<file path="src/rtl/core/sptrle_pkg.sv">
// ----------------------------------------------------------------------------
// sptrle_pkg
// Shared constants and types of the sprite transparency run-length encoder.
// ----------------------------------------------------------------------------
package sptrle_pkg;

    localparam int MAX_WIDTH = 32;
    localparam int PIX_W     = 32;
    localparam int LEN_W     = 6;
    localparam int IDX_W     = $clog2(MAX_WIDTH);
    localparam int KIND_W    = 2;
    localparam int CFG_IDX_W = 2;

    localparam int FIFO_DEPTH = 4;
    localparam int FIFO_PTR_W = $clog2(FIFO_DEPTH);
    localparam int FIFO_CNT_W = $clog2(FIFO_DEPTH + 1);

    // Output word kinds.
    localparam logic [KIND_W-1:0] KIND_HEADER = 2'd0;
    localparam logic [KIND_W-1:0] KIND_LENGTH = 2'd1;
    localparam logic [KIND_W-1:0] KIND_PIXEL  = 2'd2;
    localparam logic [KIND_W-1:0] KIND_TERM   = 2'd3;

    // Configuration register indexes.
    localparam logic [CFG_IDX_W-1:0] REG_TRANSPARENT_COLOR = 2'd0;
    localparam logic [CFG_IDX_W-1:0] REG_LINE_WIDTH        = 2'd1;

    localparam logic [LEN_W-1:0] LINE_WIDTH_RESET = LEN_W'(32);
    localparam logic [LEN_W-1:0] MIN_LINE_WIDTH   = LEN_W'(2);
    localparam logic [LEN_W-1:0] MAX_LINE_WIDTH   = LEN_W'(MAX_WIDTH);

    // One classified pixel: what the back end has to store and emit for it.
    typedef struct packed {
        logic [PIX_W-1:0] pixel;
        logic             wr_en;
        logic [IDX_W-1:0] wr_idx;
        logic             hdr_en;     // header ahead of the first run change
        logic             hdr_val;
        logic             lena_en;    // length of the run that just closed
        logic [LEN_W-1:0] lena;
        logic [LEN_W-1:0] dumpa;      // pixels of that run to replay
        logic             wordb_en;   // end-of-line header or length
        logic             wordb_hdr;
        logic [LEN_W-1:0] wordb_val;
        logic [LEN_W-1:0] dumpb;
        logic             term_en;
        logic             line_end;
    } cmd_t;

endpackage

</file>
<file path="src/rtl/core/sprite_transparency_rle_encoder_core.sv">
// ----------------------------------------------------------------------------
// sprite_transparency_rle_encoder_core
// Encodes 32-bit pixel scanlines into opaque and transparent runs.
// ----------------------------------------------------------------------------
// Path: a pixel's command is written into the queue, fetched into the back end's
// command register, and its first word is then loaded into the output register.
// The back end fetches a command only while idle and then emits its words in
// turn, holding while the output stalls, so a quiet pixel costs only a fetch.
// Reset: synchronous and active low; it clears the line state, the queue and
// the output valid flag, but not the run buffer, which is written before read.
// ----------------------------------------------------------------------------
module sprite_transparency_rle_encoder_core (
    input  logic                              aclk,
    input  logic                              aresetn,
    input  logic                              s_valid,
    output logic                              s_ready,
    input  logic [sptrle_pkg::PIX_W-1:0]      s_pixel,
    output logic                              m_valid,
    input  logic                              m_ready,
    output logic [sptrle_pkg::PIX_W-1:0]      m_out_word,
    output logic [sptrle_pkg::KIND_W-1:0]     m_word_kind,
    output logic                              m_line_done,
    output logic                              m_burst_last,
    input  logic                              cfg_valid,
    output logic                              cfg_ready,
    input  logic [sptrle_pkg::CFG_IDX_W-1:0]  cfg_index,
    input  logic [sptrle_pkg::PIX_W-1:0]      cfg_data
);
    import sptrle_pkg::*;

    logic [PIX_W-1:0] color_reg;
    logic [LEN_W-1:0] width_reg;

    logic             push;
    cmd_t             push_cmd;
    logic             pop;
    cmd_t             head;
    logic             fifo_empty;
    logic             fifo_full;

    logic             ram_we;
    logic [IDX_W-1:0] ram_waddr;
    logic [PIX_W-1:0] ram_wdata;
    logic             ram_re;
    logic [IDX_W-1:0] ram_raddr;
    logic [PIX_W-1:0] ram_rdata;

    assign cfg_ready = 1'b1;

    always_ff @(posedge aclk) begin
        if (!aresetn) begin
            color_reg <= '0;
            width_reg <= LINE_WIDTH_RESET;
        end else if (cfg_valid && cfg_ready) begin
            case (cfg_index)
                REG_TRANSPARENT_COLOR: color_reg <= cfg_data;
                REG_LINE_WIDTH:        width_reg <= cfg_data[LEN_W-1:0];
                default:               ;
            endcase
        end
    end

    sptrle_front u_front (
        .aclk              (aclk),
        .aresetn           (aresetn),
        .s_valid           (s_valid),
        .s_ready           (s_ready),
        .s_pixel           (s_pixel),
        .transparent_color (color_reg),
        .line_width        (width_reg),
        .fifo_full         (fifo_full),
        .push              (push),
        .push_cmd          (push_cmd)
    );

    sptrle_cmd_fifo u_fifo (
        .aclk     (aclk),
        .aresetn  (aresetn),
        .push     (push),
        .push_cmd (push_cmd),
        .pop      (pop),
        .head     (head),
        .empty    (fifo_empty),
        .full     (fifo_full)
    );

    sptrle_ram #(
        .WIDTH (PIX_W),
        .DEPTH (MAX_WIDTH)
    ) u_run_ram (
        .aclk    (aclk),
        .wr_en   (ram_we),
        .wr_addr (ram_waddr),
        .wr_data (ram_wdata),
        .rd_en   (ram_re),
        .rd_addr (ram_raddr),
        .rd_data (ram_rdata)
    );

    sptrle_back u_back (
        .aclk         (aclk),
        .aresetn      (aresetn),
        .fifo_head    (head),
        .fifo_empty   (fifo_empty),
        .pop          (pop),
        .ram_we       (ram_we),
        .ram_waddr    (ram_waddr),
        .ram_wdata    (ram_wdata),
        .ram_re       (ram_re),
        .ram_raddr    (ram_raddr),
        .ram_rdata    (ram_rdata),
        .m_valid      (m_valid),
        .m_ready      (m_ready),
        .m_out_word   (m_out_word),
        .m_word_kind  (m_word_kind),
        .m_line_done  (m_line_done),
        .m_burst_last (m_burst_last)
    );

endmodule

</file>
<file path="src/rtl/core/sptrle_ram.sv">
// ----------------------------------------------------------------------------
// sptrle_ram
// Generic single-write, single-read RAM with a registered read port.
// ----------------------------------------------------------------------------
module sptrle_ram #(
    parameter int WIDTH = 32,
    parameter int DEPTH = 32
) (
    input  logic                     aclk,
    input  logic                     wr_en,
    input  logic [$clog2(DEPTH)-1:0] wr_addr,
    input  logic [WIDTH-1:0]         wr_data,
    input  logic                     rd_en,
    input  logic [$clog2(DEPTH)-1:0] rd_addr,
    output logic [WIDTH-1:0]         rd_data
);
    logic [WIDTH-1:0] mem_reg [DEPTH];
    logic [WIDTH-1:0] rd_data_reg;

    always_ff @(posedge aclk) begin
        if (wr_en) begin
            mem_reg[wr_addr] <= wr_data;
        end
        if (rd_en) begin
            rd_data_reg <= mem_reg[rd_addr];
        end
    end

    assign rd_data = rd_data_reg;

endmodule

</file>
<file path="src/rtl/core/sptrle_front.sv">
// ----------------------------------------------------------------------------
// sptrle_front
// Accepts pixels, tracks line and run position, and turns each pixel into
// one command for the back end.
// ----------------------------------------------------------------------------
module sptrle_front (
    input  logic                          aclk,
    input  logic                          aresetn,
    input  logic                          s_valid,
    output logic                          s_ready,
    input  logic [sptrle_pkg::PIX_W-1:0]  s_pixel,
    input  logic [sptrle_pkg::PIX_W-1:0]  transparent_color,
    input  logic [sptrle_pkg::LEN_W-1:0]  line_width,
    input  logic                          fifo_full,
    output logic                          push,
    output sptrle_pkg::cmd_t              push_cmd
);
    import sptrle_pkg::*;

    logic [LEN_W-1:0] column_reg, column_next;
    logic             run_opaque_reg, run_opaque_next;
    logic [LEN_W-1:0] run_length_reg, run_length_next;
    logic             first_opaque_reg, first_opaque_next;
    logic             header_sent_reg, header_sent_next;

    logic             opaque;
    logic             change;
    logic             line_end;
    logic [LEN_W-1:0] width_eff;
    logic [LEN_W-1:0] rl_after;
    logic             ro_start, fo_start, hs_start;
    logic [LEN_W-1:0] rl_start;

    assign s_ready = !fifo_full;
    assign push    = s_valid && s_ready;

    always_comb begin
        opaque = (s_pixel != transparent_color);

        if (line_width < MIN_LINE_WIDTH) begin
            width_eff = MIN_LINE_WIDTH;
        end else if (line_width > MAX_LINE_WIDTH) begin
            width_eff = MAX_LINE_WIDTH;
        end else begin
            width_eff = line_width;
        end

        // The first pixel of a line opens a fresh run.
        if (column_reg == '0) begin
            fo_start = opaque;
            ro_start = opaque;
            rl_start = '0;
            hs_start = 1'b0;
        end else begin
            fo_start = first_opaque_reg;
            ro_start = run_opaque_reg;
            rl_start = run_length_reg;
            hs_start = header_sent_reg;
        end

        change = (column_reg != '0) && (opaque != run_opaque_reg);

        push_cmd         = '0;
        push_cmd.pixel   = s_pixel;
        push_cmd.hdr_en  = change && !hs_start;
        push_cmd.hdr_val = fo_start;
        push_cmd.lena_en = change;
        push_cmd.lena    = rl_start;
        push_cmd.dumpa   = (change && ro_start) ? rl_start : '0;

        first_opaque_next = fo_start;
        run_opaque_next   = ro_start;
        header_sent_next  = hs_start;
        if (change) begin
            run_opaque_next  = opaque;
            rl_start         = '0;
            header_sent_next = 1'b1;
        end

        push_cmd.wr_en  = opaque && (rl_start < MAX_LINE_WIDTH);
        push_cmd.wr_idx = rl_start[IDX_W-1:0];
        rl_after        = (rl_start < MAX_LINE_WIDTH) ? rl_start + LEN_W'(1) : rl_start;
        run_length_next = rl_after;

        line_end = ({1'b0, column_reg} + (LEN_W+1)'(1)) >= {1'b0, width_eff};
        push_cmd.line_end = line_end;

        if (line_end) begin
            if (!header_sent_next) begin
                // The whole line is one run.
                push_cmd.wordb_en  = 1'b1;
                push_cmd.wordb_hdr = 1'b1;
                push_cmd.wordb_val = {{(LEN_W-2){1'b0}}, 1'b1, first_opaque_next};
                push_cmd.dumpb     = first_opaque_next ? rl_after : '0;
                header_sent_next   = 1'b1;
            end else begin
                push_cmd.wordb_en  = run_opaque_next;
                push_cmd.wordb_hdr = 1'b0;
                push_cmd.wordb_val = rl_after;
                push_cmd.dumpb     = run_opaque_next ? rl_after : '0;
                push_cmd.term_en   = 1'b1;
            end
            column_next = '0;
        end else begin
            column_next = column_reg + LEN_W'(1);
        end
    end

    always_ff @(posedge aclk) begin
        if (!aresetn) begin
            column_reg       <= '0;
            run_opaque_reg   <= 1'b0;
            run_length_reg   <= '0;
            first_opaque_reg <= 1'b0;
            header_sent_reg  <= 1'b0;
        end else if (push) begin
            column_reg       <= column_next;
            run_opaque_reg   <= run_opaque_next;
            run_length_reg   <= run_length_next;
            first_opaque_reg <= first_opaque_next;
            header_sent_reg  <= header_sent_next;
        end
    end

`ifndef SYNTH
    a_run_within_line: assert property (@(posedge aclk) disable iff (!aresetn)
        (column_reg != '0) |-> (run_length_reg <= column_reg))
        else $error("run length exceeds the pixels seen on this line");
    a_column_bound: assert property (@(posedge aclk) disable iff (!aresetn)
        column_reg < MAX_LINE_WIDTH)
        else $error("column ran past the widest line");
    a_line_restart: assert property (@(posedge aclk) disable iff (!aresetn)
        push && push_cmd.line_end |=> column_reg == '0)
        else $error("line end did not restart the column");
`endif

endmodule

</file>
<file path="src/rtl/core/sptrle_cmd_fifo.sv">
// ----------------------------------------------------------------------------
// sptrle_cmd_fifo
// Short command queue between the front end and the back end.
// ----------------------------------------------------------------------------
module sptrle_cmd_fifo (
    input  logic             aclk,
    input  logic             aresetn,
    input  logic             push,
    input  sptrle_pkg::cmd_t push_cmd,
    input  logic             pop,
    output sptrle_pkg::cmd_t head,
    output logic             empty,
    output logic             full
);
    import sptrle_pkg::*;

    cmd_t                  slot_reg [FIFO_DEPTH];
    logic [FIFO_PTR_W-1:0] wr_ptr_reg;
    logic [FIFO_PTR_W-1:0] rd_ptr_reg;
    logic [FIFO_CNT_W-1:0] count_reg;

    assign empty = (count_reg == '0);
    assign full  = (count_reg == FIFO_CNT_W'(FIFO_DEPTH));
    assign head  = slot_reg[rd_ptr_reg];

    always_ff @(posedge aclk) begin
        if (push) begin
            slot_reg[wr_ptr_reg] <= push_cmd;
        end
    end

    always_ff @(posedge aclk) begin
        if (!aresetn) begin
            wr_ptr_reg <= '0;
            rd_ptr_reg <= '0;
            count_reg  <= '0;
        end else begin
            if (push) begin
                wr_ptr_reg <= wr_ptr_reg + FIFO_PTR_W'(1);
            end
            if (pop) begin
                rd_ptr_reg <= rd_ptr_reg + FIFO_PTR_W'(1);
            end
            if (push && !pop) begin
                count_reg <= count_reg + FIFO_CNT_W'(1);
            end else if (pop && !push) begin
                count_reg <= count_reg - FIFO_CNT_W'(1);
            end
        end
    end

`ifndef SYNTH
    a_no_overflow: assert property (@(posedge aclk) disable iff (!aresetn)
        full |-> !push)
        else $error("command pushed into a full queue");
    a_no_underflow: assert property (@(posedge aclk) disable iff (!aresetn)
        empty |-> !pop)
        else $error("command popped from an empty queue");
    a_count_tracks: assert property (@(posedge aclk) disable iff (!aresetn)
        push && !pop |=> count_reg == $past(count_reg) + FIFO_CNT_W'(1))
        else $error("queue count lost a transfer");
`endif

endmodule

</file>
<file path="src/rtl/core/sptrle_back.sv">
// ----------------------------------------------------------------------------
// sptrle_back
// Executes commands: stores opaque pixels into the run buffer and emits the
// header, length, pixel and terminator words through the output register.
// ----------------------------------------------------------------------------
module sptrle_back (
    input  logic                          aclk,
    input  logic                          aresetn,
    input  sptrle_pkg::cmd_t              fifo_head,
    input  logic                          fifo_empty,
    output logic                          pop,
    output logic                          ram_we,
    output logic [sptrle_pkg::IDX_W-1:0]  ram_waddr,
    output logic [sptrle_pkg::PIX_W-1:0]  ram_wdata,
    output logic                          ram_re,
    output logic [sptrle_pkg::IDX_W-1:0]  ram_raddr,
    input  logic [sptrle_pkg::PIX_W-1:0]  ram_rdata,
    output logic                          m_valid,
    input  logic                          m_ready,
    output logic [sptrle_pkg::PIX_W-1:0]  m_out_word,
    output logic [sptrle_pkg::KIND_W-1:0] m_word_kind,
    output logic                          m_line_done,
    output logic                          m_burst_last
);
    import sptrle_pkg::*;

    typedef enum logic [2:0] {
        ST_IDLE  = 3'd0,
        ST_HDR   = 3'd1,
        ST_LENA  = 3'd2,
        ST_DUMPA = 3'd3,
        ST_WORDB = 3'd4,
        ST_DUMPB = 3'd5,
        ST_TERM  = 3'd6
    } state_t;

    state_t            state_reg, state_next;
    cmd_t              cmd_reg, cmd_next;
    logic [IDX_W-1:0]  idx_reg, idx_next;
    logic              m_valid_reg, m_valid_next;
    logic [PIX_W-1:0]  m_word_reg, m_word_next;
    logic [KIND_W-1:0] m_kind_reg, m_kind_next;
    logic              m_done_reg, m_done_next;
    logic              m_last_reg, m_last_next;

    state_t            after;
    logic              out_free;
    logic              emit;
    logic              dump_more;
    logic              word_last;
    logic [PIX_W-1:0]  word;
    logic [KIND_W-1:0] kind;

    // Phases run in enum order; each is skipped when the command lacks it.
    function automatic state_t next_phase(state_t cur, cmd_t c);
        state_t n;
        n = ST_IDLE;
        if (cur < ST_TERM && c.term_en) n = ST_TERM;
        if (cur < ST_DUMPB && c.dumpb != '0) n = ST_DUMPB;
        if (cur < ST_WORDB && c.wordb_en) n = ST_WORDB;
        if (cur < ST_DUMPA && c.dumpa != '0) n = ST_DUMPA;
        if (cur < ST_LENA && c.lena_en) n = ST_LENA;
        if (cur < ST_HDR && c.hdr_en) n = ST_HDR;
        return n;
    endfunction

    assign out_free  = !m_valid_reg || m_ready;
    assign ram_waddr = fifo_head.wr_idx;
    assign ram_wdata = fifo_head.pixel;

    always_comb begin
        state_next   = state_reg;
        cmd_next     = cmd_reg;
        idx_next     = idx_reg;
        m_valid_next = m_valid_reg && !m_ready;
        m_word_next  = m_word_reg;
        m_kind_next  = m_kind_reg;
        m_done_next  = m_done_reg;
        m_last_next  = m_last_reg;
        pop          = 1'b0;
        ram_we       = 1'b0;
        ram_re       = 1'b0;
        ram_raddr    = '0;
        emit         = 1'b0;
        dump_more    = 1'b0;
        word         = '0;
        kind         = KIND_HEADER;
        after        = next_phase(state_reg, cmd_reg);

        unique case (state_reg)
            ST_IDLE: begin
                // A command never replays and stores in the same step, so the
                // store can go ahead at fetch time.
                if (!fifo_empty) begin
                    pop        = 1'b1;
                    ram_we     = fifo_head.wr_en;
                    cmd_next   = fifo_head;
                    state_next = next_phase(ST_IDLE, fifo_head);
                end
            end
            ST_HDR: begin
                word = {{(PIX_W-1){1'b0}}, cmd_reg.hdr_val};
                kind = KIND_HEADER;
                emit = out_free;
            end
            ST_LENA: begin
                word = {{(PIX_W-LEN_W){1'b0}}, cmd_reg.lena};
                kind = KIND_LENGTH;
                emit = out_free;
            end
            ST_DUMPA: begin
                word      = ram_rdata;
                kind      = KIND_PIXEL;
                dump_more = (LEN_W'(idx_reg) + LEN_W'(1)) != cmd_reg.dumpa;
                emit      = out_free;
            end
            ST_WORDB: begin
                word = {{(PIX_W-LEN_W){1'b0}}, cmd_reg.wordb_val};
                kind = cmd_reg.wordb_hdr ? KIND_HEADER : KIND_LENGTH;
                emit = out_free;
            end
            ST_DUMPB: begin
                word      = ram_rdata;
                kind      = KIND_PIXEL;
                dump_more = (LEN_W'(idx_reg) + LEN_W'(1)) != cmd_reg.dumpb;
                emit      = out_free;
            end
            ST_TERM: begin
                word = '0;
                kind = KIND_TERM;
                emit = out_free;
            end
            default: begin
                state_next = ST_IDLE;
            end
        endcase

        word_last = !dump_more && (after == ST_IDLE);

        if (emit) begin
            m_valid_next = 1'b1;
            m_word_next  = word;
            m_kind_next  = kind;
            m_last_next  = word_last;
            m_done_next  = word_last && cmd_reg.line_end;
            if (dump_more) begin
                idx_next  = idx_reg + IDX_W'(1);
                ram_re    = 1'b1;
                ram_raddr = idx_reg + IDX_W'(1);
            end else begin
                state_next = after;
                // Prime the read of the first buffered pixel before the replay state begins.
                if (after == ST_DUMPA || after == ST_DUMPB) begin
                    idx_next = '0;
                    ram_re   = 1'b1;
                end
            end
        end
    end

    always_ff @(posedge aclk) begin
        if (!aresetn) begin
            state_reg   <= ST_IDLE;
            idx_reg     <= '0;
            m_valid_reg <= 1'b0;
        end else begin
            state_reg   <= state_next;
            idx_reg     <= idx_next;
            m_valid_reg <= m_valid_next;
        end
        cmd_reg    <= cmd_next;
        m_word_reg <= m_word_next;
        m_kind_reg <= m_kind_next;
        m_done_reg <= m_done_next;
        m_last_reg <= m_last_next;
    end

    assign m_valid      = m_valid_reg;
    assign m_out_word   = m_word_reg;
    assign m_word_kind  = m_kind_reg;
    assign m_line_done  = m_done_reg;
    assign m_burst_last = m_last_reg;

`ifndef SYNTH
    a_dump_in_range: assert property (@(posedge aclk) disable iff (!aresetn)
        (state_reg == ST_DUMPA) |-> (LEN_W'(idx_reg) < cmd_reg.dumpa))
        else $error("replay index ran past the closed run");
    a_done_is_last: assert property (@(posedge aclk) disable iff (!aresetn)
        m_valid_reg && m_done_reg |-> m_last_reg)
        else $error("line end flagged on a word that is not the last of its burst");
    a_idle_after_last: assert property (@(posedge aclk) disable iff (!aresetn)
        emit && word_last |=> state_reg == ST_IDLE)
        else $error("back end kept working after the last word of a command");
`endif

endmodule

</file>
<file path="config.mk">
export PLATFORM = sky130hd
export DESIGN_NAME = sprite_transparency_rle_encoder_core
export DESIGN_NICKNAME = d
export VERILOG_FILES = /design/src/rtl/core/sptrle_pkg.sv /design/src/rtl/core/sprite_transparency_rle_encoder_core.sv /design/src/rtl/core/sptrle_ram.sv /design/src/rtl/core/sptrle_front.sv /design/src/rtl/core/sptrle_cmd_fifo.sv /design/src/rtl/core/sptrle_back.sv
export SDC_FILE = /design/constraint.sdc
export NUM_CORES = 2
export LEC_CHECK = 0
export BUFFER_PORTS_ARGS = -buffer_cell sky130_fd_sc_hd__buf_2
export CORE_MARGIN = 1
export CORE_UTILIZATION = 55
export DETAILED_ROUTE_END_ITERATION = 10
export PLACE_DENSITY = 0.81
export SLEW_MARGIN = 0
export SYNTH_ARGS = -nofsm -noshare
export SYNTH_HDL_FRONTEND = slang
export SYNTH_SLANG_ARGS = --single-unit
</file>
<file path="constraint.sdc">
create_clock -name aclk -period 4.8 [get_ports aclk]
set_clock_uncertainty 0.1 [all_clocks]
set_input_delay 0.96 -clock aclk [delete_from_list [all_inputs] [get_ports aclk]]
set_output_delay 0.96 -clock aclk [all_outputs]
set_load 0.05 [all_outputs]
</file>
==> key figures <==
Synthesis
  • Mapped Nets: 3671
  • #FFs+latches synth: 1470
  • Syn avg cell area: 16.4 um2
  • Async S/R FF share, synth: 0%
  • Mapped Area: between 50000 and 60000 um2
  • EDFF count, synth: between 1000 and 1500
  • Netlist cell types: 74
  • Synth Flop Type: edfxtp_1
  • Fraction of the yosys area taken by sequential cells: between 70% and 80%
  • Synth warn: 0
  • Synthesized instance count: 3584

Global routing
  • Vias in the first global route: 34300
  • Gr ovfl total: 0
  • Met3 GRT Util: roughly 5.6%
  • Largest net degree at the start of global routing: 107
  • Met2 Track Usage GR: 44.0%
  • GRT Total Usage: 27.4%
  • Grt met1 use: a little over a third
  • First-pass GRT wire length: 218000 um
  • Busiest layer in global routing: met2
  • Initial antenna violation count: 4

Route
  • Via count: between 30000 and 40000
  • DRT iter0 DRCs: 4946
  • 1st-pass router iterations: 11
  • DRC Markers: 8
  • Post-Route WL: 150000 um
  • Wire per inst: 28.7 um
  • Routed Antenna Nets: 0
  • Drt via density: 6.72

Worst setup path
  • CP delay by family, top: compound AO/OA/AOI/OAI gates
  • WP data arrival: 4.71 ns
  • Startpoint Class: register
  • Critical path required time: 5.16 ns
  • Crit path max fanout: 20
  • Slowest stage cell, crit path: o21ai_4
  • Worst path cell trace: ha_4, xor2_2, xor2_1, nand4_4, o21ai_4, buf_4, o311ai_0, a211oi_1, a32oi_1
  • Crit. End Element: register
  • Critical path class: register to register
  • Slowest stage delay, CP: approximately 0.87 ns
  • Critical path buffers and inverters: 1

Floorplanning
  • Die ar.: 108000 um2
  • I/O pin count: 110
  • Initial core utilization: 55.7%
  • Core area: 106000 um2
  • Site Rows: 119
  • Die outline width: 329 um
  • Die Ht: 329 um

Timing
  • Relative slew slack: 19.7%
  • Final setup fails: 0
  • RSZ-0062 raised after global routing: no
  • Worst Max-Slew Pin Slew: 1.20 ns
  • Final Hold Fails: 0
  • Fin crit share: between 90% and 100%
  • Post-layout min period: 4.35 ns
  • F_max: between 0.2 and 0.25 GHz
  • Tightest hold margin: ~0.36 ns
  • Total Neg Setup Slack: 0 ns
  • Max-slew violation count: 0

Placement
  • IO buf count: 108
  • Final HPWL DP: 84400 um
  • Global placement routability congestion: 0.837
  • Placed cells: between 4000 and 5000

Cells and area
  • Final nets: 3805
  • Area growth from synthesis to layout: 12.2%
  • Fill cells: around 6900
  • Commonest non-fill, non-tap cell in the layout: edfxtp_1
  • Max reg flops: around 1000
  • Layout Cells excl Fill: around 5200
  • Share of post-route cells with drive strength above 1: approximately 18%
  • Most frequent cells in the layout: edfxtp_1 (1399), mux2i_1 (250), nand2_1 (181)

Clock tree
  • CTS clk-pin slew, worst paths: about 0.060 ns
  • CTS HTree Levels: 4
  • # hold bufs at CTS: 0
  • Post CTS Setup Buffer Count: 0
  • CTS tree: built
  • Num CTS Buffers: 139
  • Clock net sink count: roughly 1500
  • CTS resizes: 0
  • Root Buffer: clkbuf_16
  • CTS Buffer Depth: 3
  • Skew-Pair Late Insertion Delay: 0.74 ns

Power and ir drop
  • Worst vdd ir: 363 uV
  • Pwr dens: between 500 and 600 nW/um2
  • Lkg Pwr: 21.0 nW

Status
  • Failing checks: DRC
  • Status: complete, but fails checks

Job
  • Max Cap Violations: 0

Min path
  • Worst min path class: input port to register
==> cell type report <==
class                           instances  area (um2)  share of cell area, %
Clock buffer                          182        3790                   5.74
Timing Repair Buffer                  237        1730                   2.63
Clock inverter                         69         588                  0.892
Tap cell                             1391        1740                   2.64
Multi-Input combinational cell       1781       14300                   21.7
Inverter                               89         337                  0.510
Antenna cell                            2        5.00                0.00759
Sequential cell                      1470       43400                   65.9
==> cells by family after synthesis <==
kind of cell / after synthesis / synth area share [%]
flip-flops: 1470 / 73.9
XOR/XNOR: 56 / 0.879
other: 1 / 0.00638
adder cells (fa/ha/maj): 16 / 0.353
AO/OA/AOI/OAI: 794 / 9.33
multiplexers: 415 / 8.74
AND/OR/NAND/NOR: 499 / 4.38
buffers and inverters: 333 / 2.44
==> stage by stage <==
step           instance area (um2)  power [mW]  util [%]  setup WS [ns]
5_1_grt                      65900        34.5      62.5          0.355
3_3_place_gp                 61600        22.9      58.3          0.622
2_1_floorplan                58800        20.7         -         0.0301
3_5_place_dp                 61600        23.1      58.3          0.547
6_report                     65900        33.6      62.5          0.452
4_1_cts                      65900        33.6      62.5          0.630
==> path summary, 6_finish.rpt <==
kind / slack [ns] / startpoint / depth (start not counted) / endpoint
min reg2reg: 0.38 / color_reg[21]$_SDFFE_PN0P_ / 2 / color_reg[21]$_SDFFE_PN0P_
min: 0.36 / s_pixel[22] / 1 / u_fifo.slot_reg[2][59]$_DFFE_PP_
max: 0.45 / u_back.idx_reg[0]$_SDFFE_PN0P_ / 9 / u_run_ram.rd_data[17]$_DFFE_PP_
max reg2reg: 0.45 / u_back.idx_reg[0]$_SDFFE_PN0P_ / 9 / u_run_ram.rd_data[17]$_DFFE_PP_
==> power breakdown <==
group,internal [mW],leakage [nW],total (mW),switching (mW)
registers,16.7,13.3,17.2,0.515
logic,1.36,5.54,5.81,4.44
clock network,6.05,2.13,10.7,4.62
==> cells in the mapped netlist, drive strengths merged (3+ instances only) <==
| library cell | n | share of area [%] |
|---|---|---|
| nand2b | 11 | 0.12 |
| or3 | 6 | 0.064 |
| a21oi | 148 | 1.3 |
| nand3 | 18 | 0.16 |
| o211ai | 68 | 0.91 |
| buf | 80 | 0.82 |
| mux2 | 96 | 1.8 |
| o21ai | 149 | 1.3 |
| and3 | 41 | 0.44 |
| o311ai | 32 | 0.48 |
| inv | 89 | 0.57 |
| or4 | 3 | 0.038 |
| ha | 15 | 0.32 |
| nor3 | 9 | 0.10 |
| o2bb2ai | 32 | 0.48 |
| xnor2 | 13 | 0.23 |
| o221a | 33 | 0.63 |
| a211oi | 65 | 0.84 |
| mux2i | 250 | 4.3 |
| mux4 | 69 | 2.6 |
| and2 | 38 | 0.40 |
| a32oi | 33 | 0.49 |
| nand4 | 7 | 0.085 |
| and4 | 33 | 0.49 |
| a2111oi | 32 | 0.48 |
| a21o | 5 | 0.064 |
| nand3b | 6 | 0.098 |
| xor2 | 43 | 0.65 |
| edfxtp | 1399 | 71 |
| a22oi | 66 | 0.84 |
| clkbuf | 164 | 1.0 |
| nor2 | 82 | 0.53 |
| nor2b | 16 | 0.17 |
| a21boi | 51 | 0.68 |
| dfxtp | 71 | 2.4 |
| nor4 | 43 | 0.46 |
| nand2 | 181 | 1.2 |
| o22ai | 69 | 0.73 |
==> metal layers <==
layer  part of all wire (%)  wire length (um)
met5                  0.011                16
met4                    3.9              5920
met3                     11             16700
met2                     48             72200
met1                     37             55100
Power figures use the tool's default switching activity.
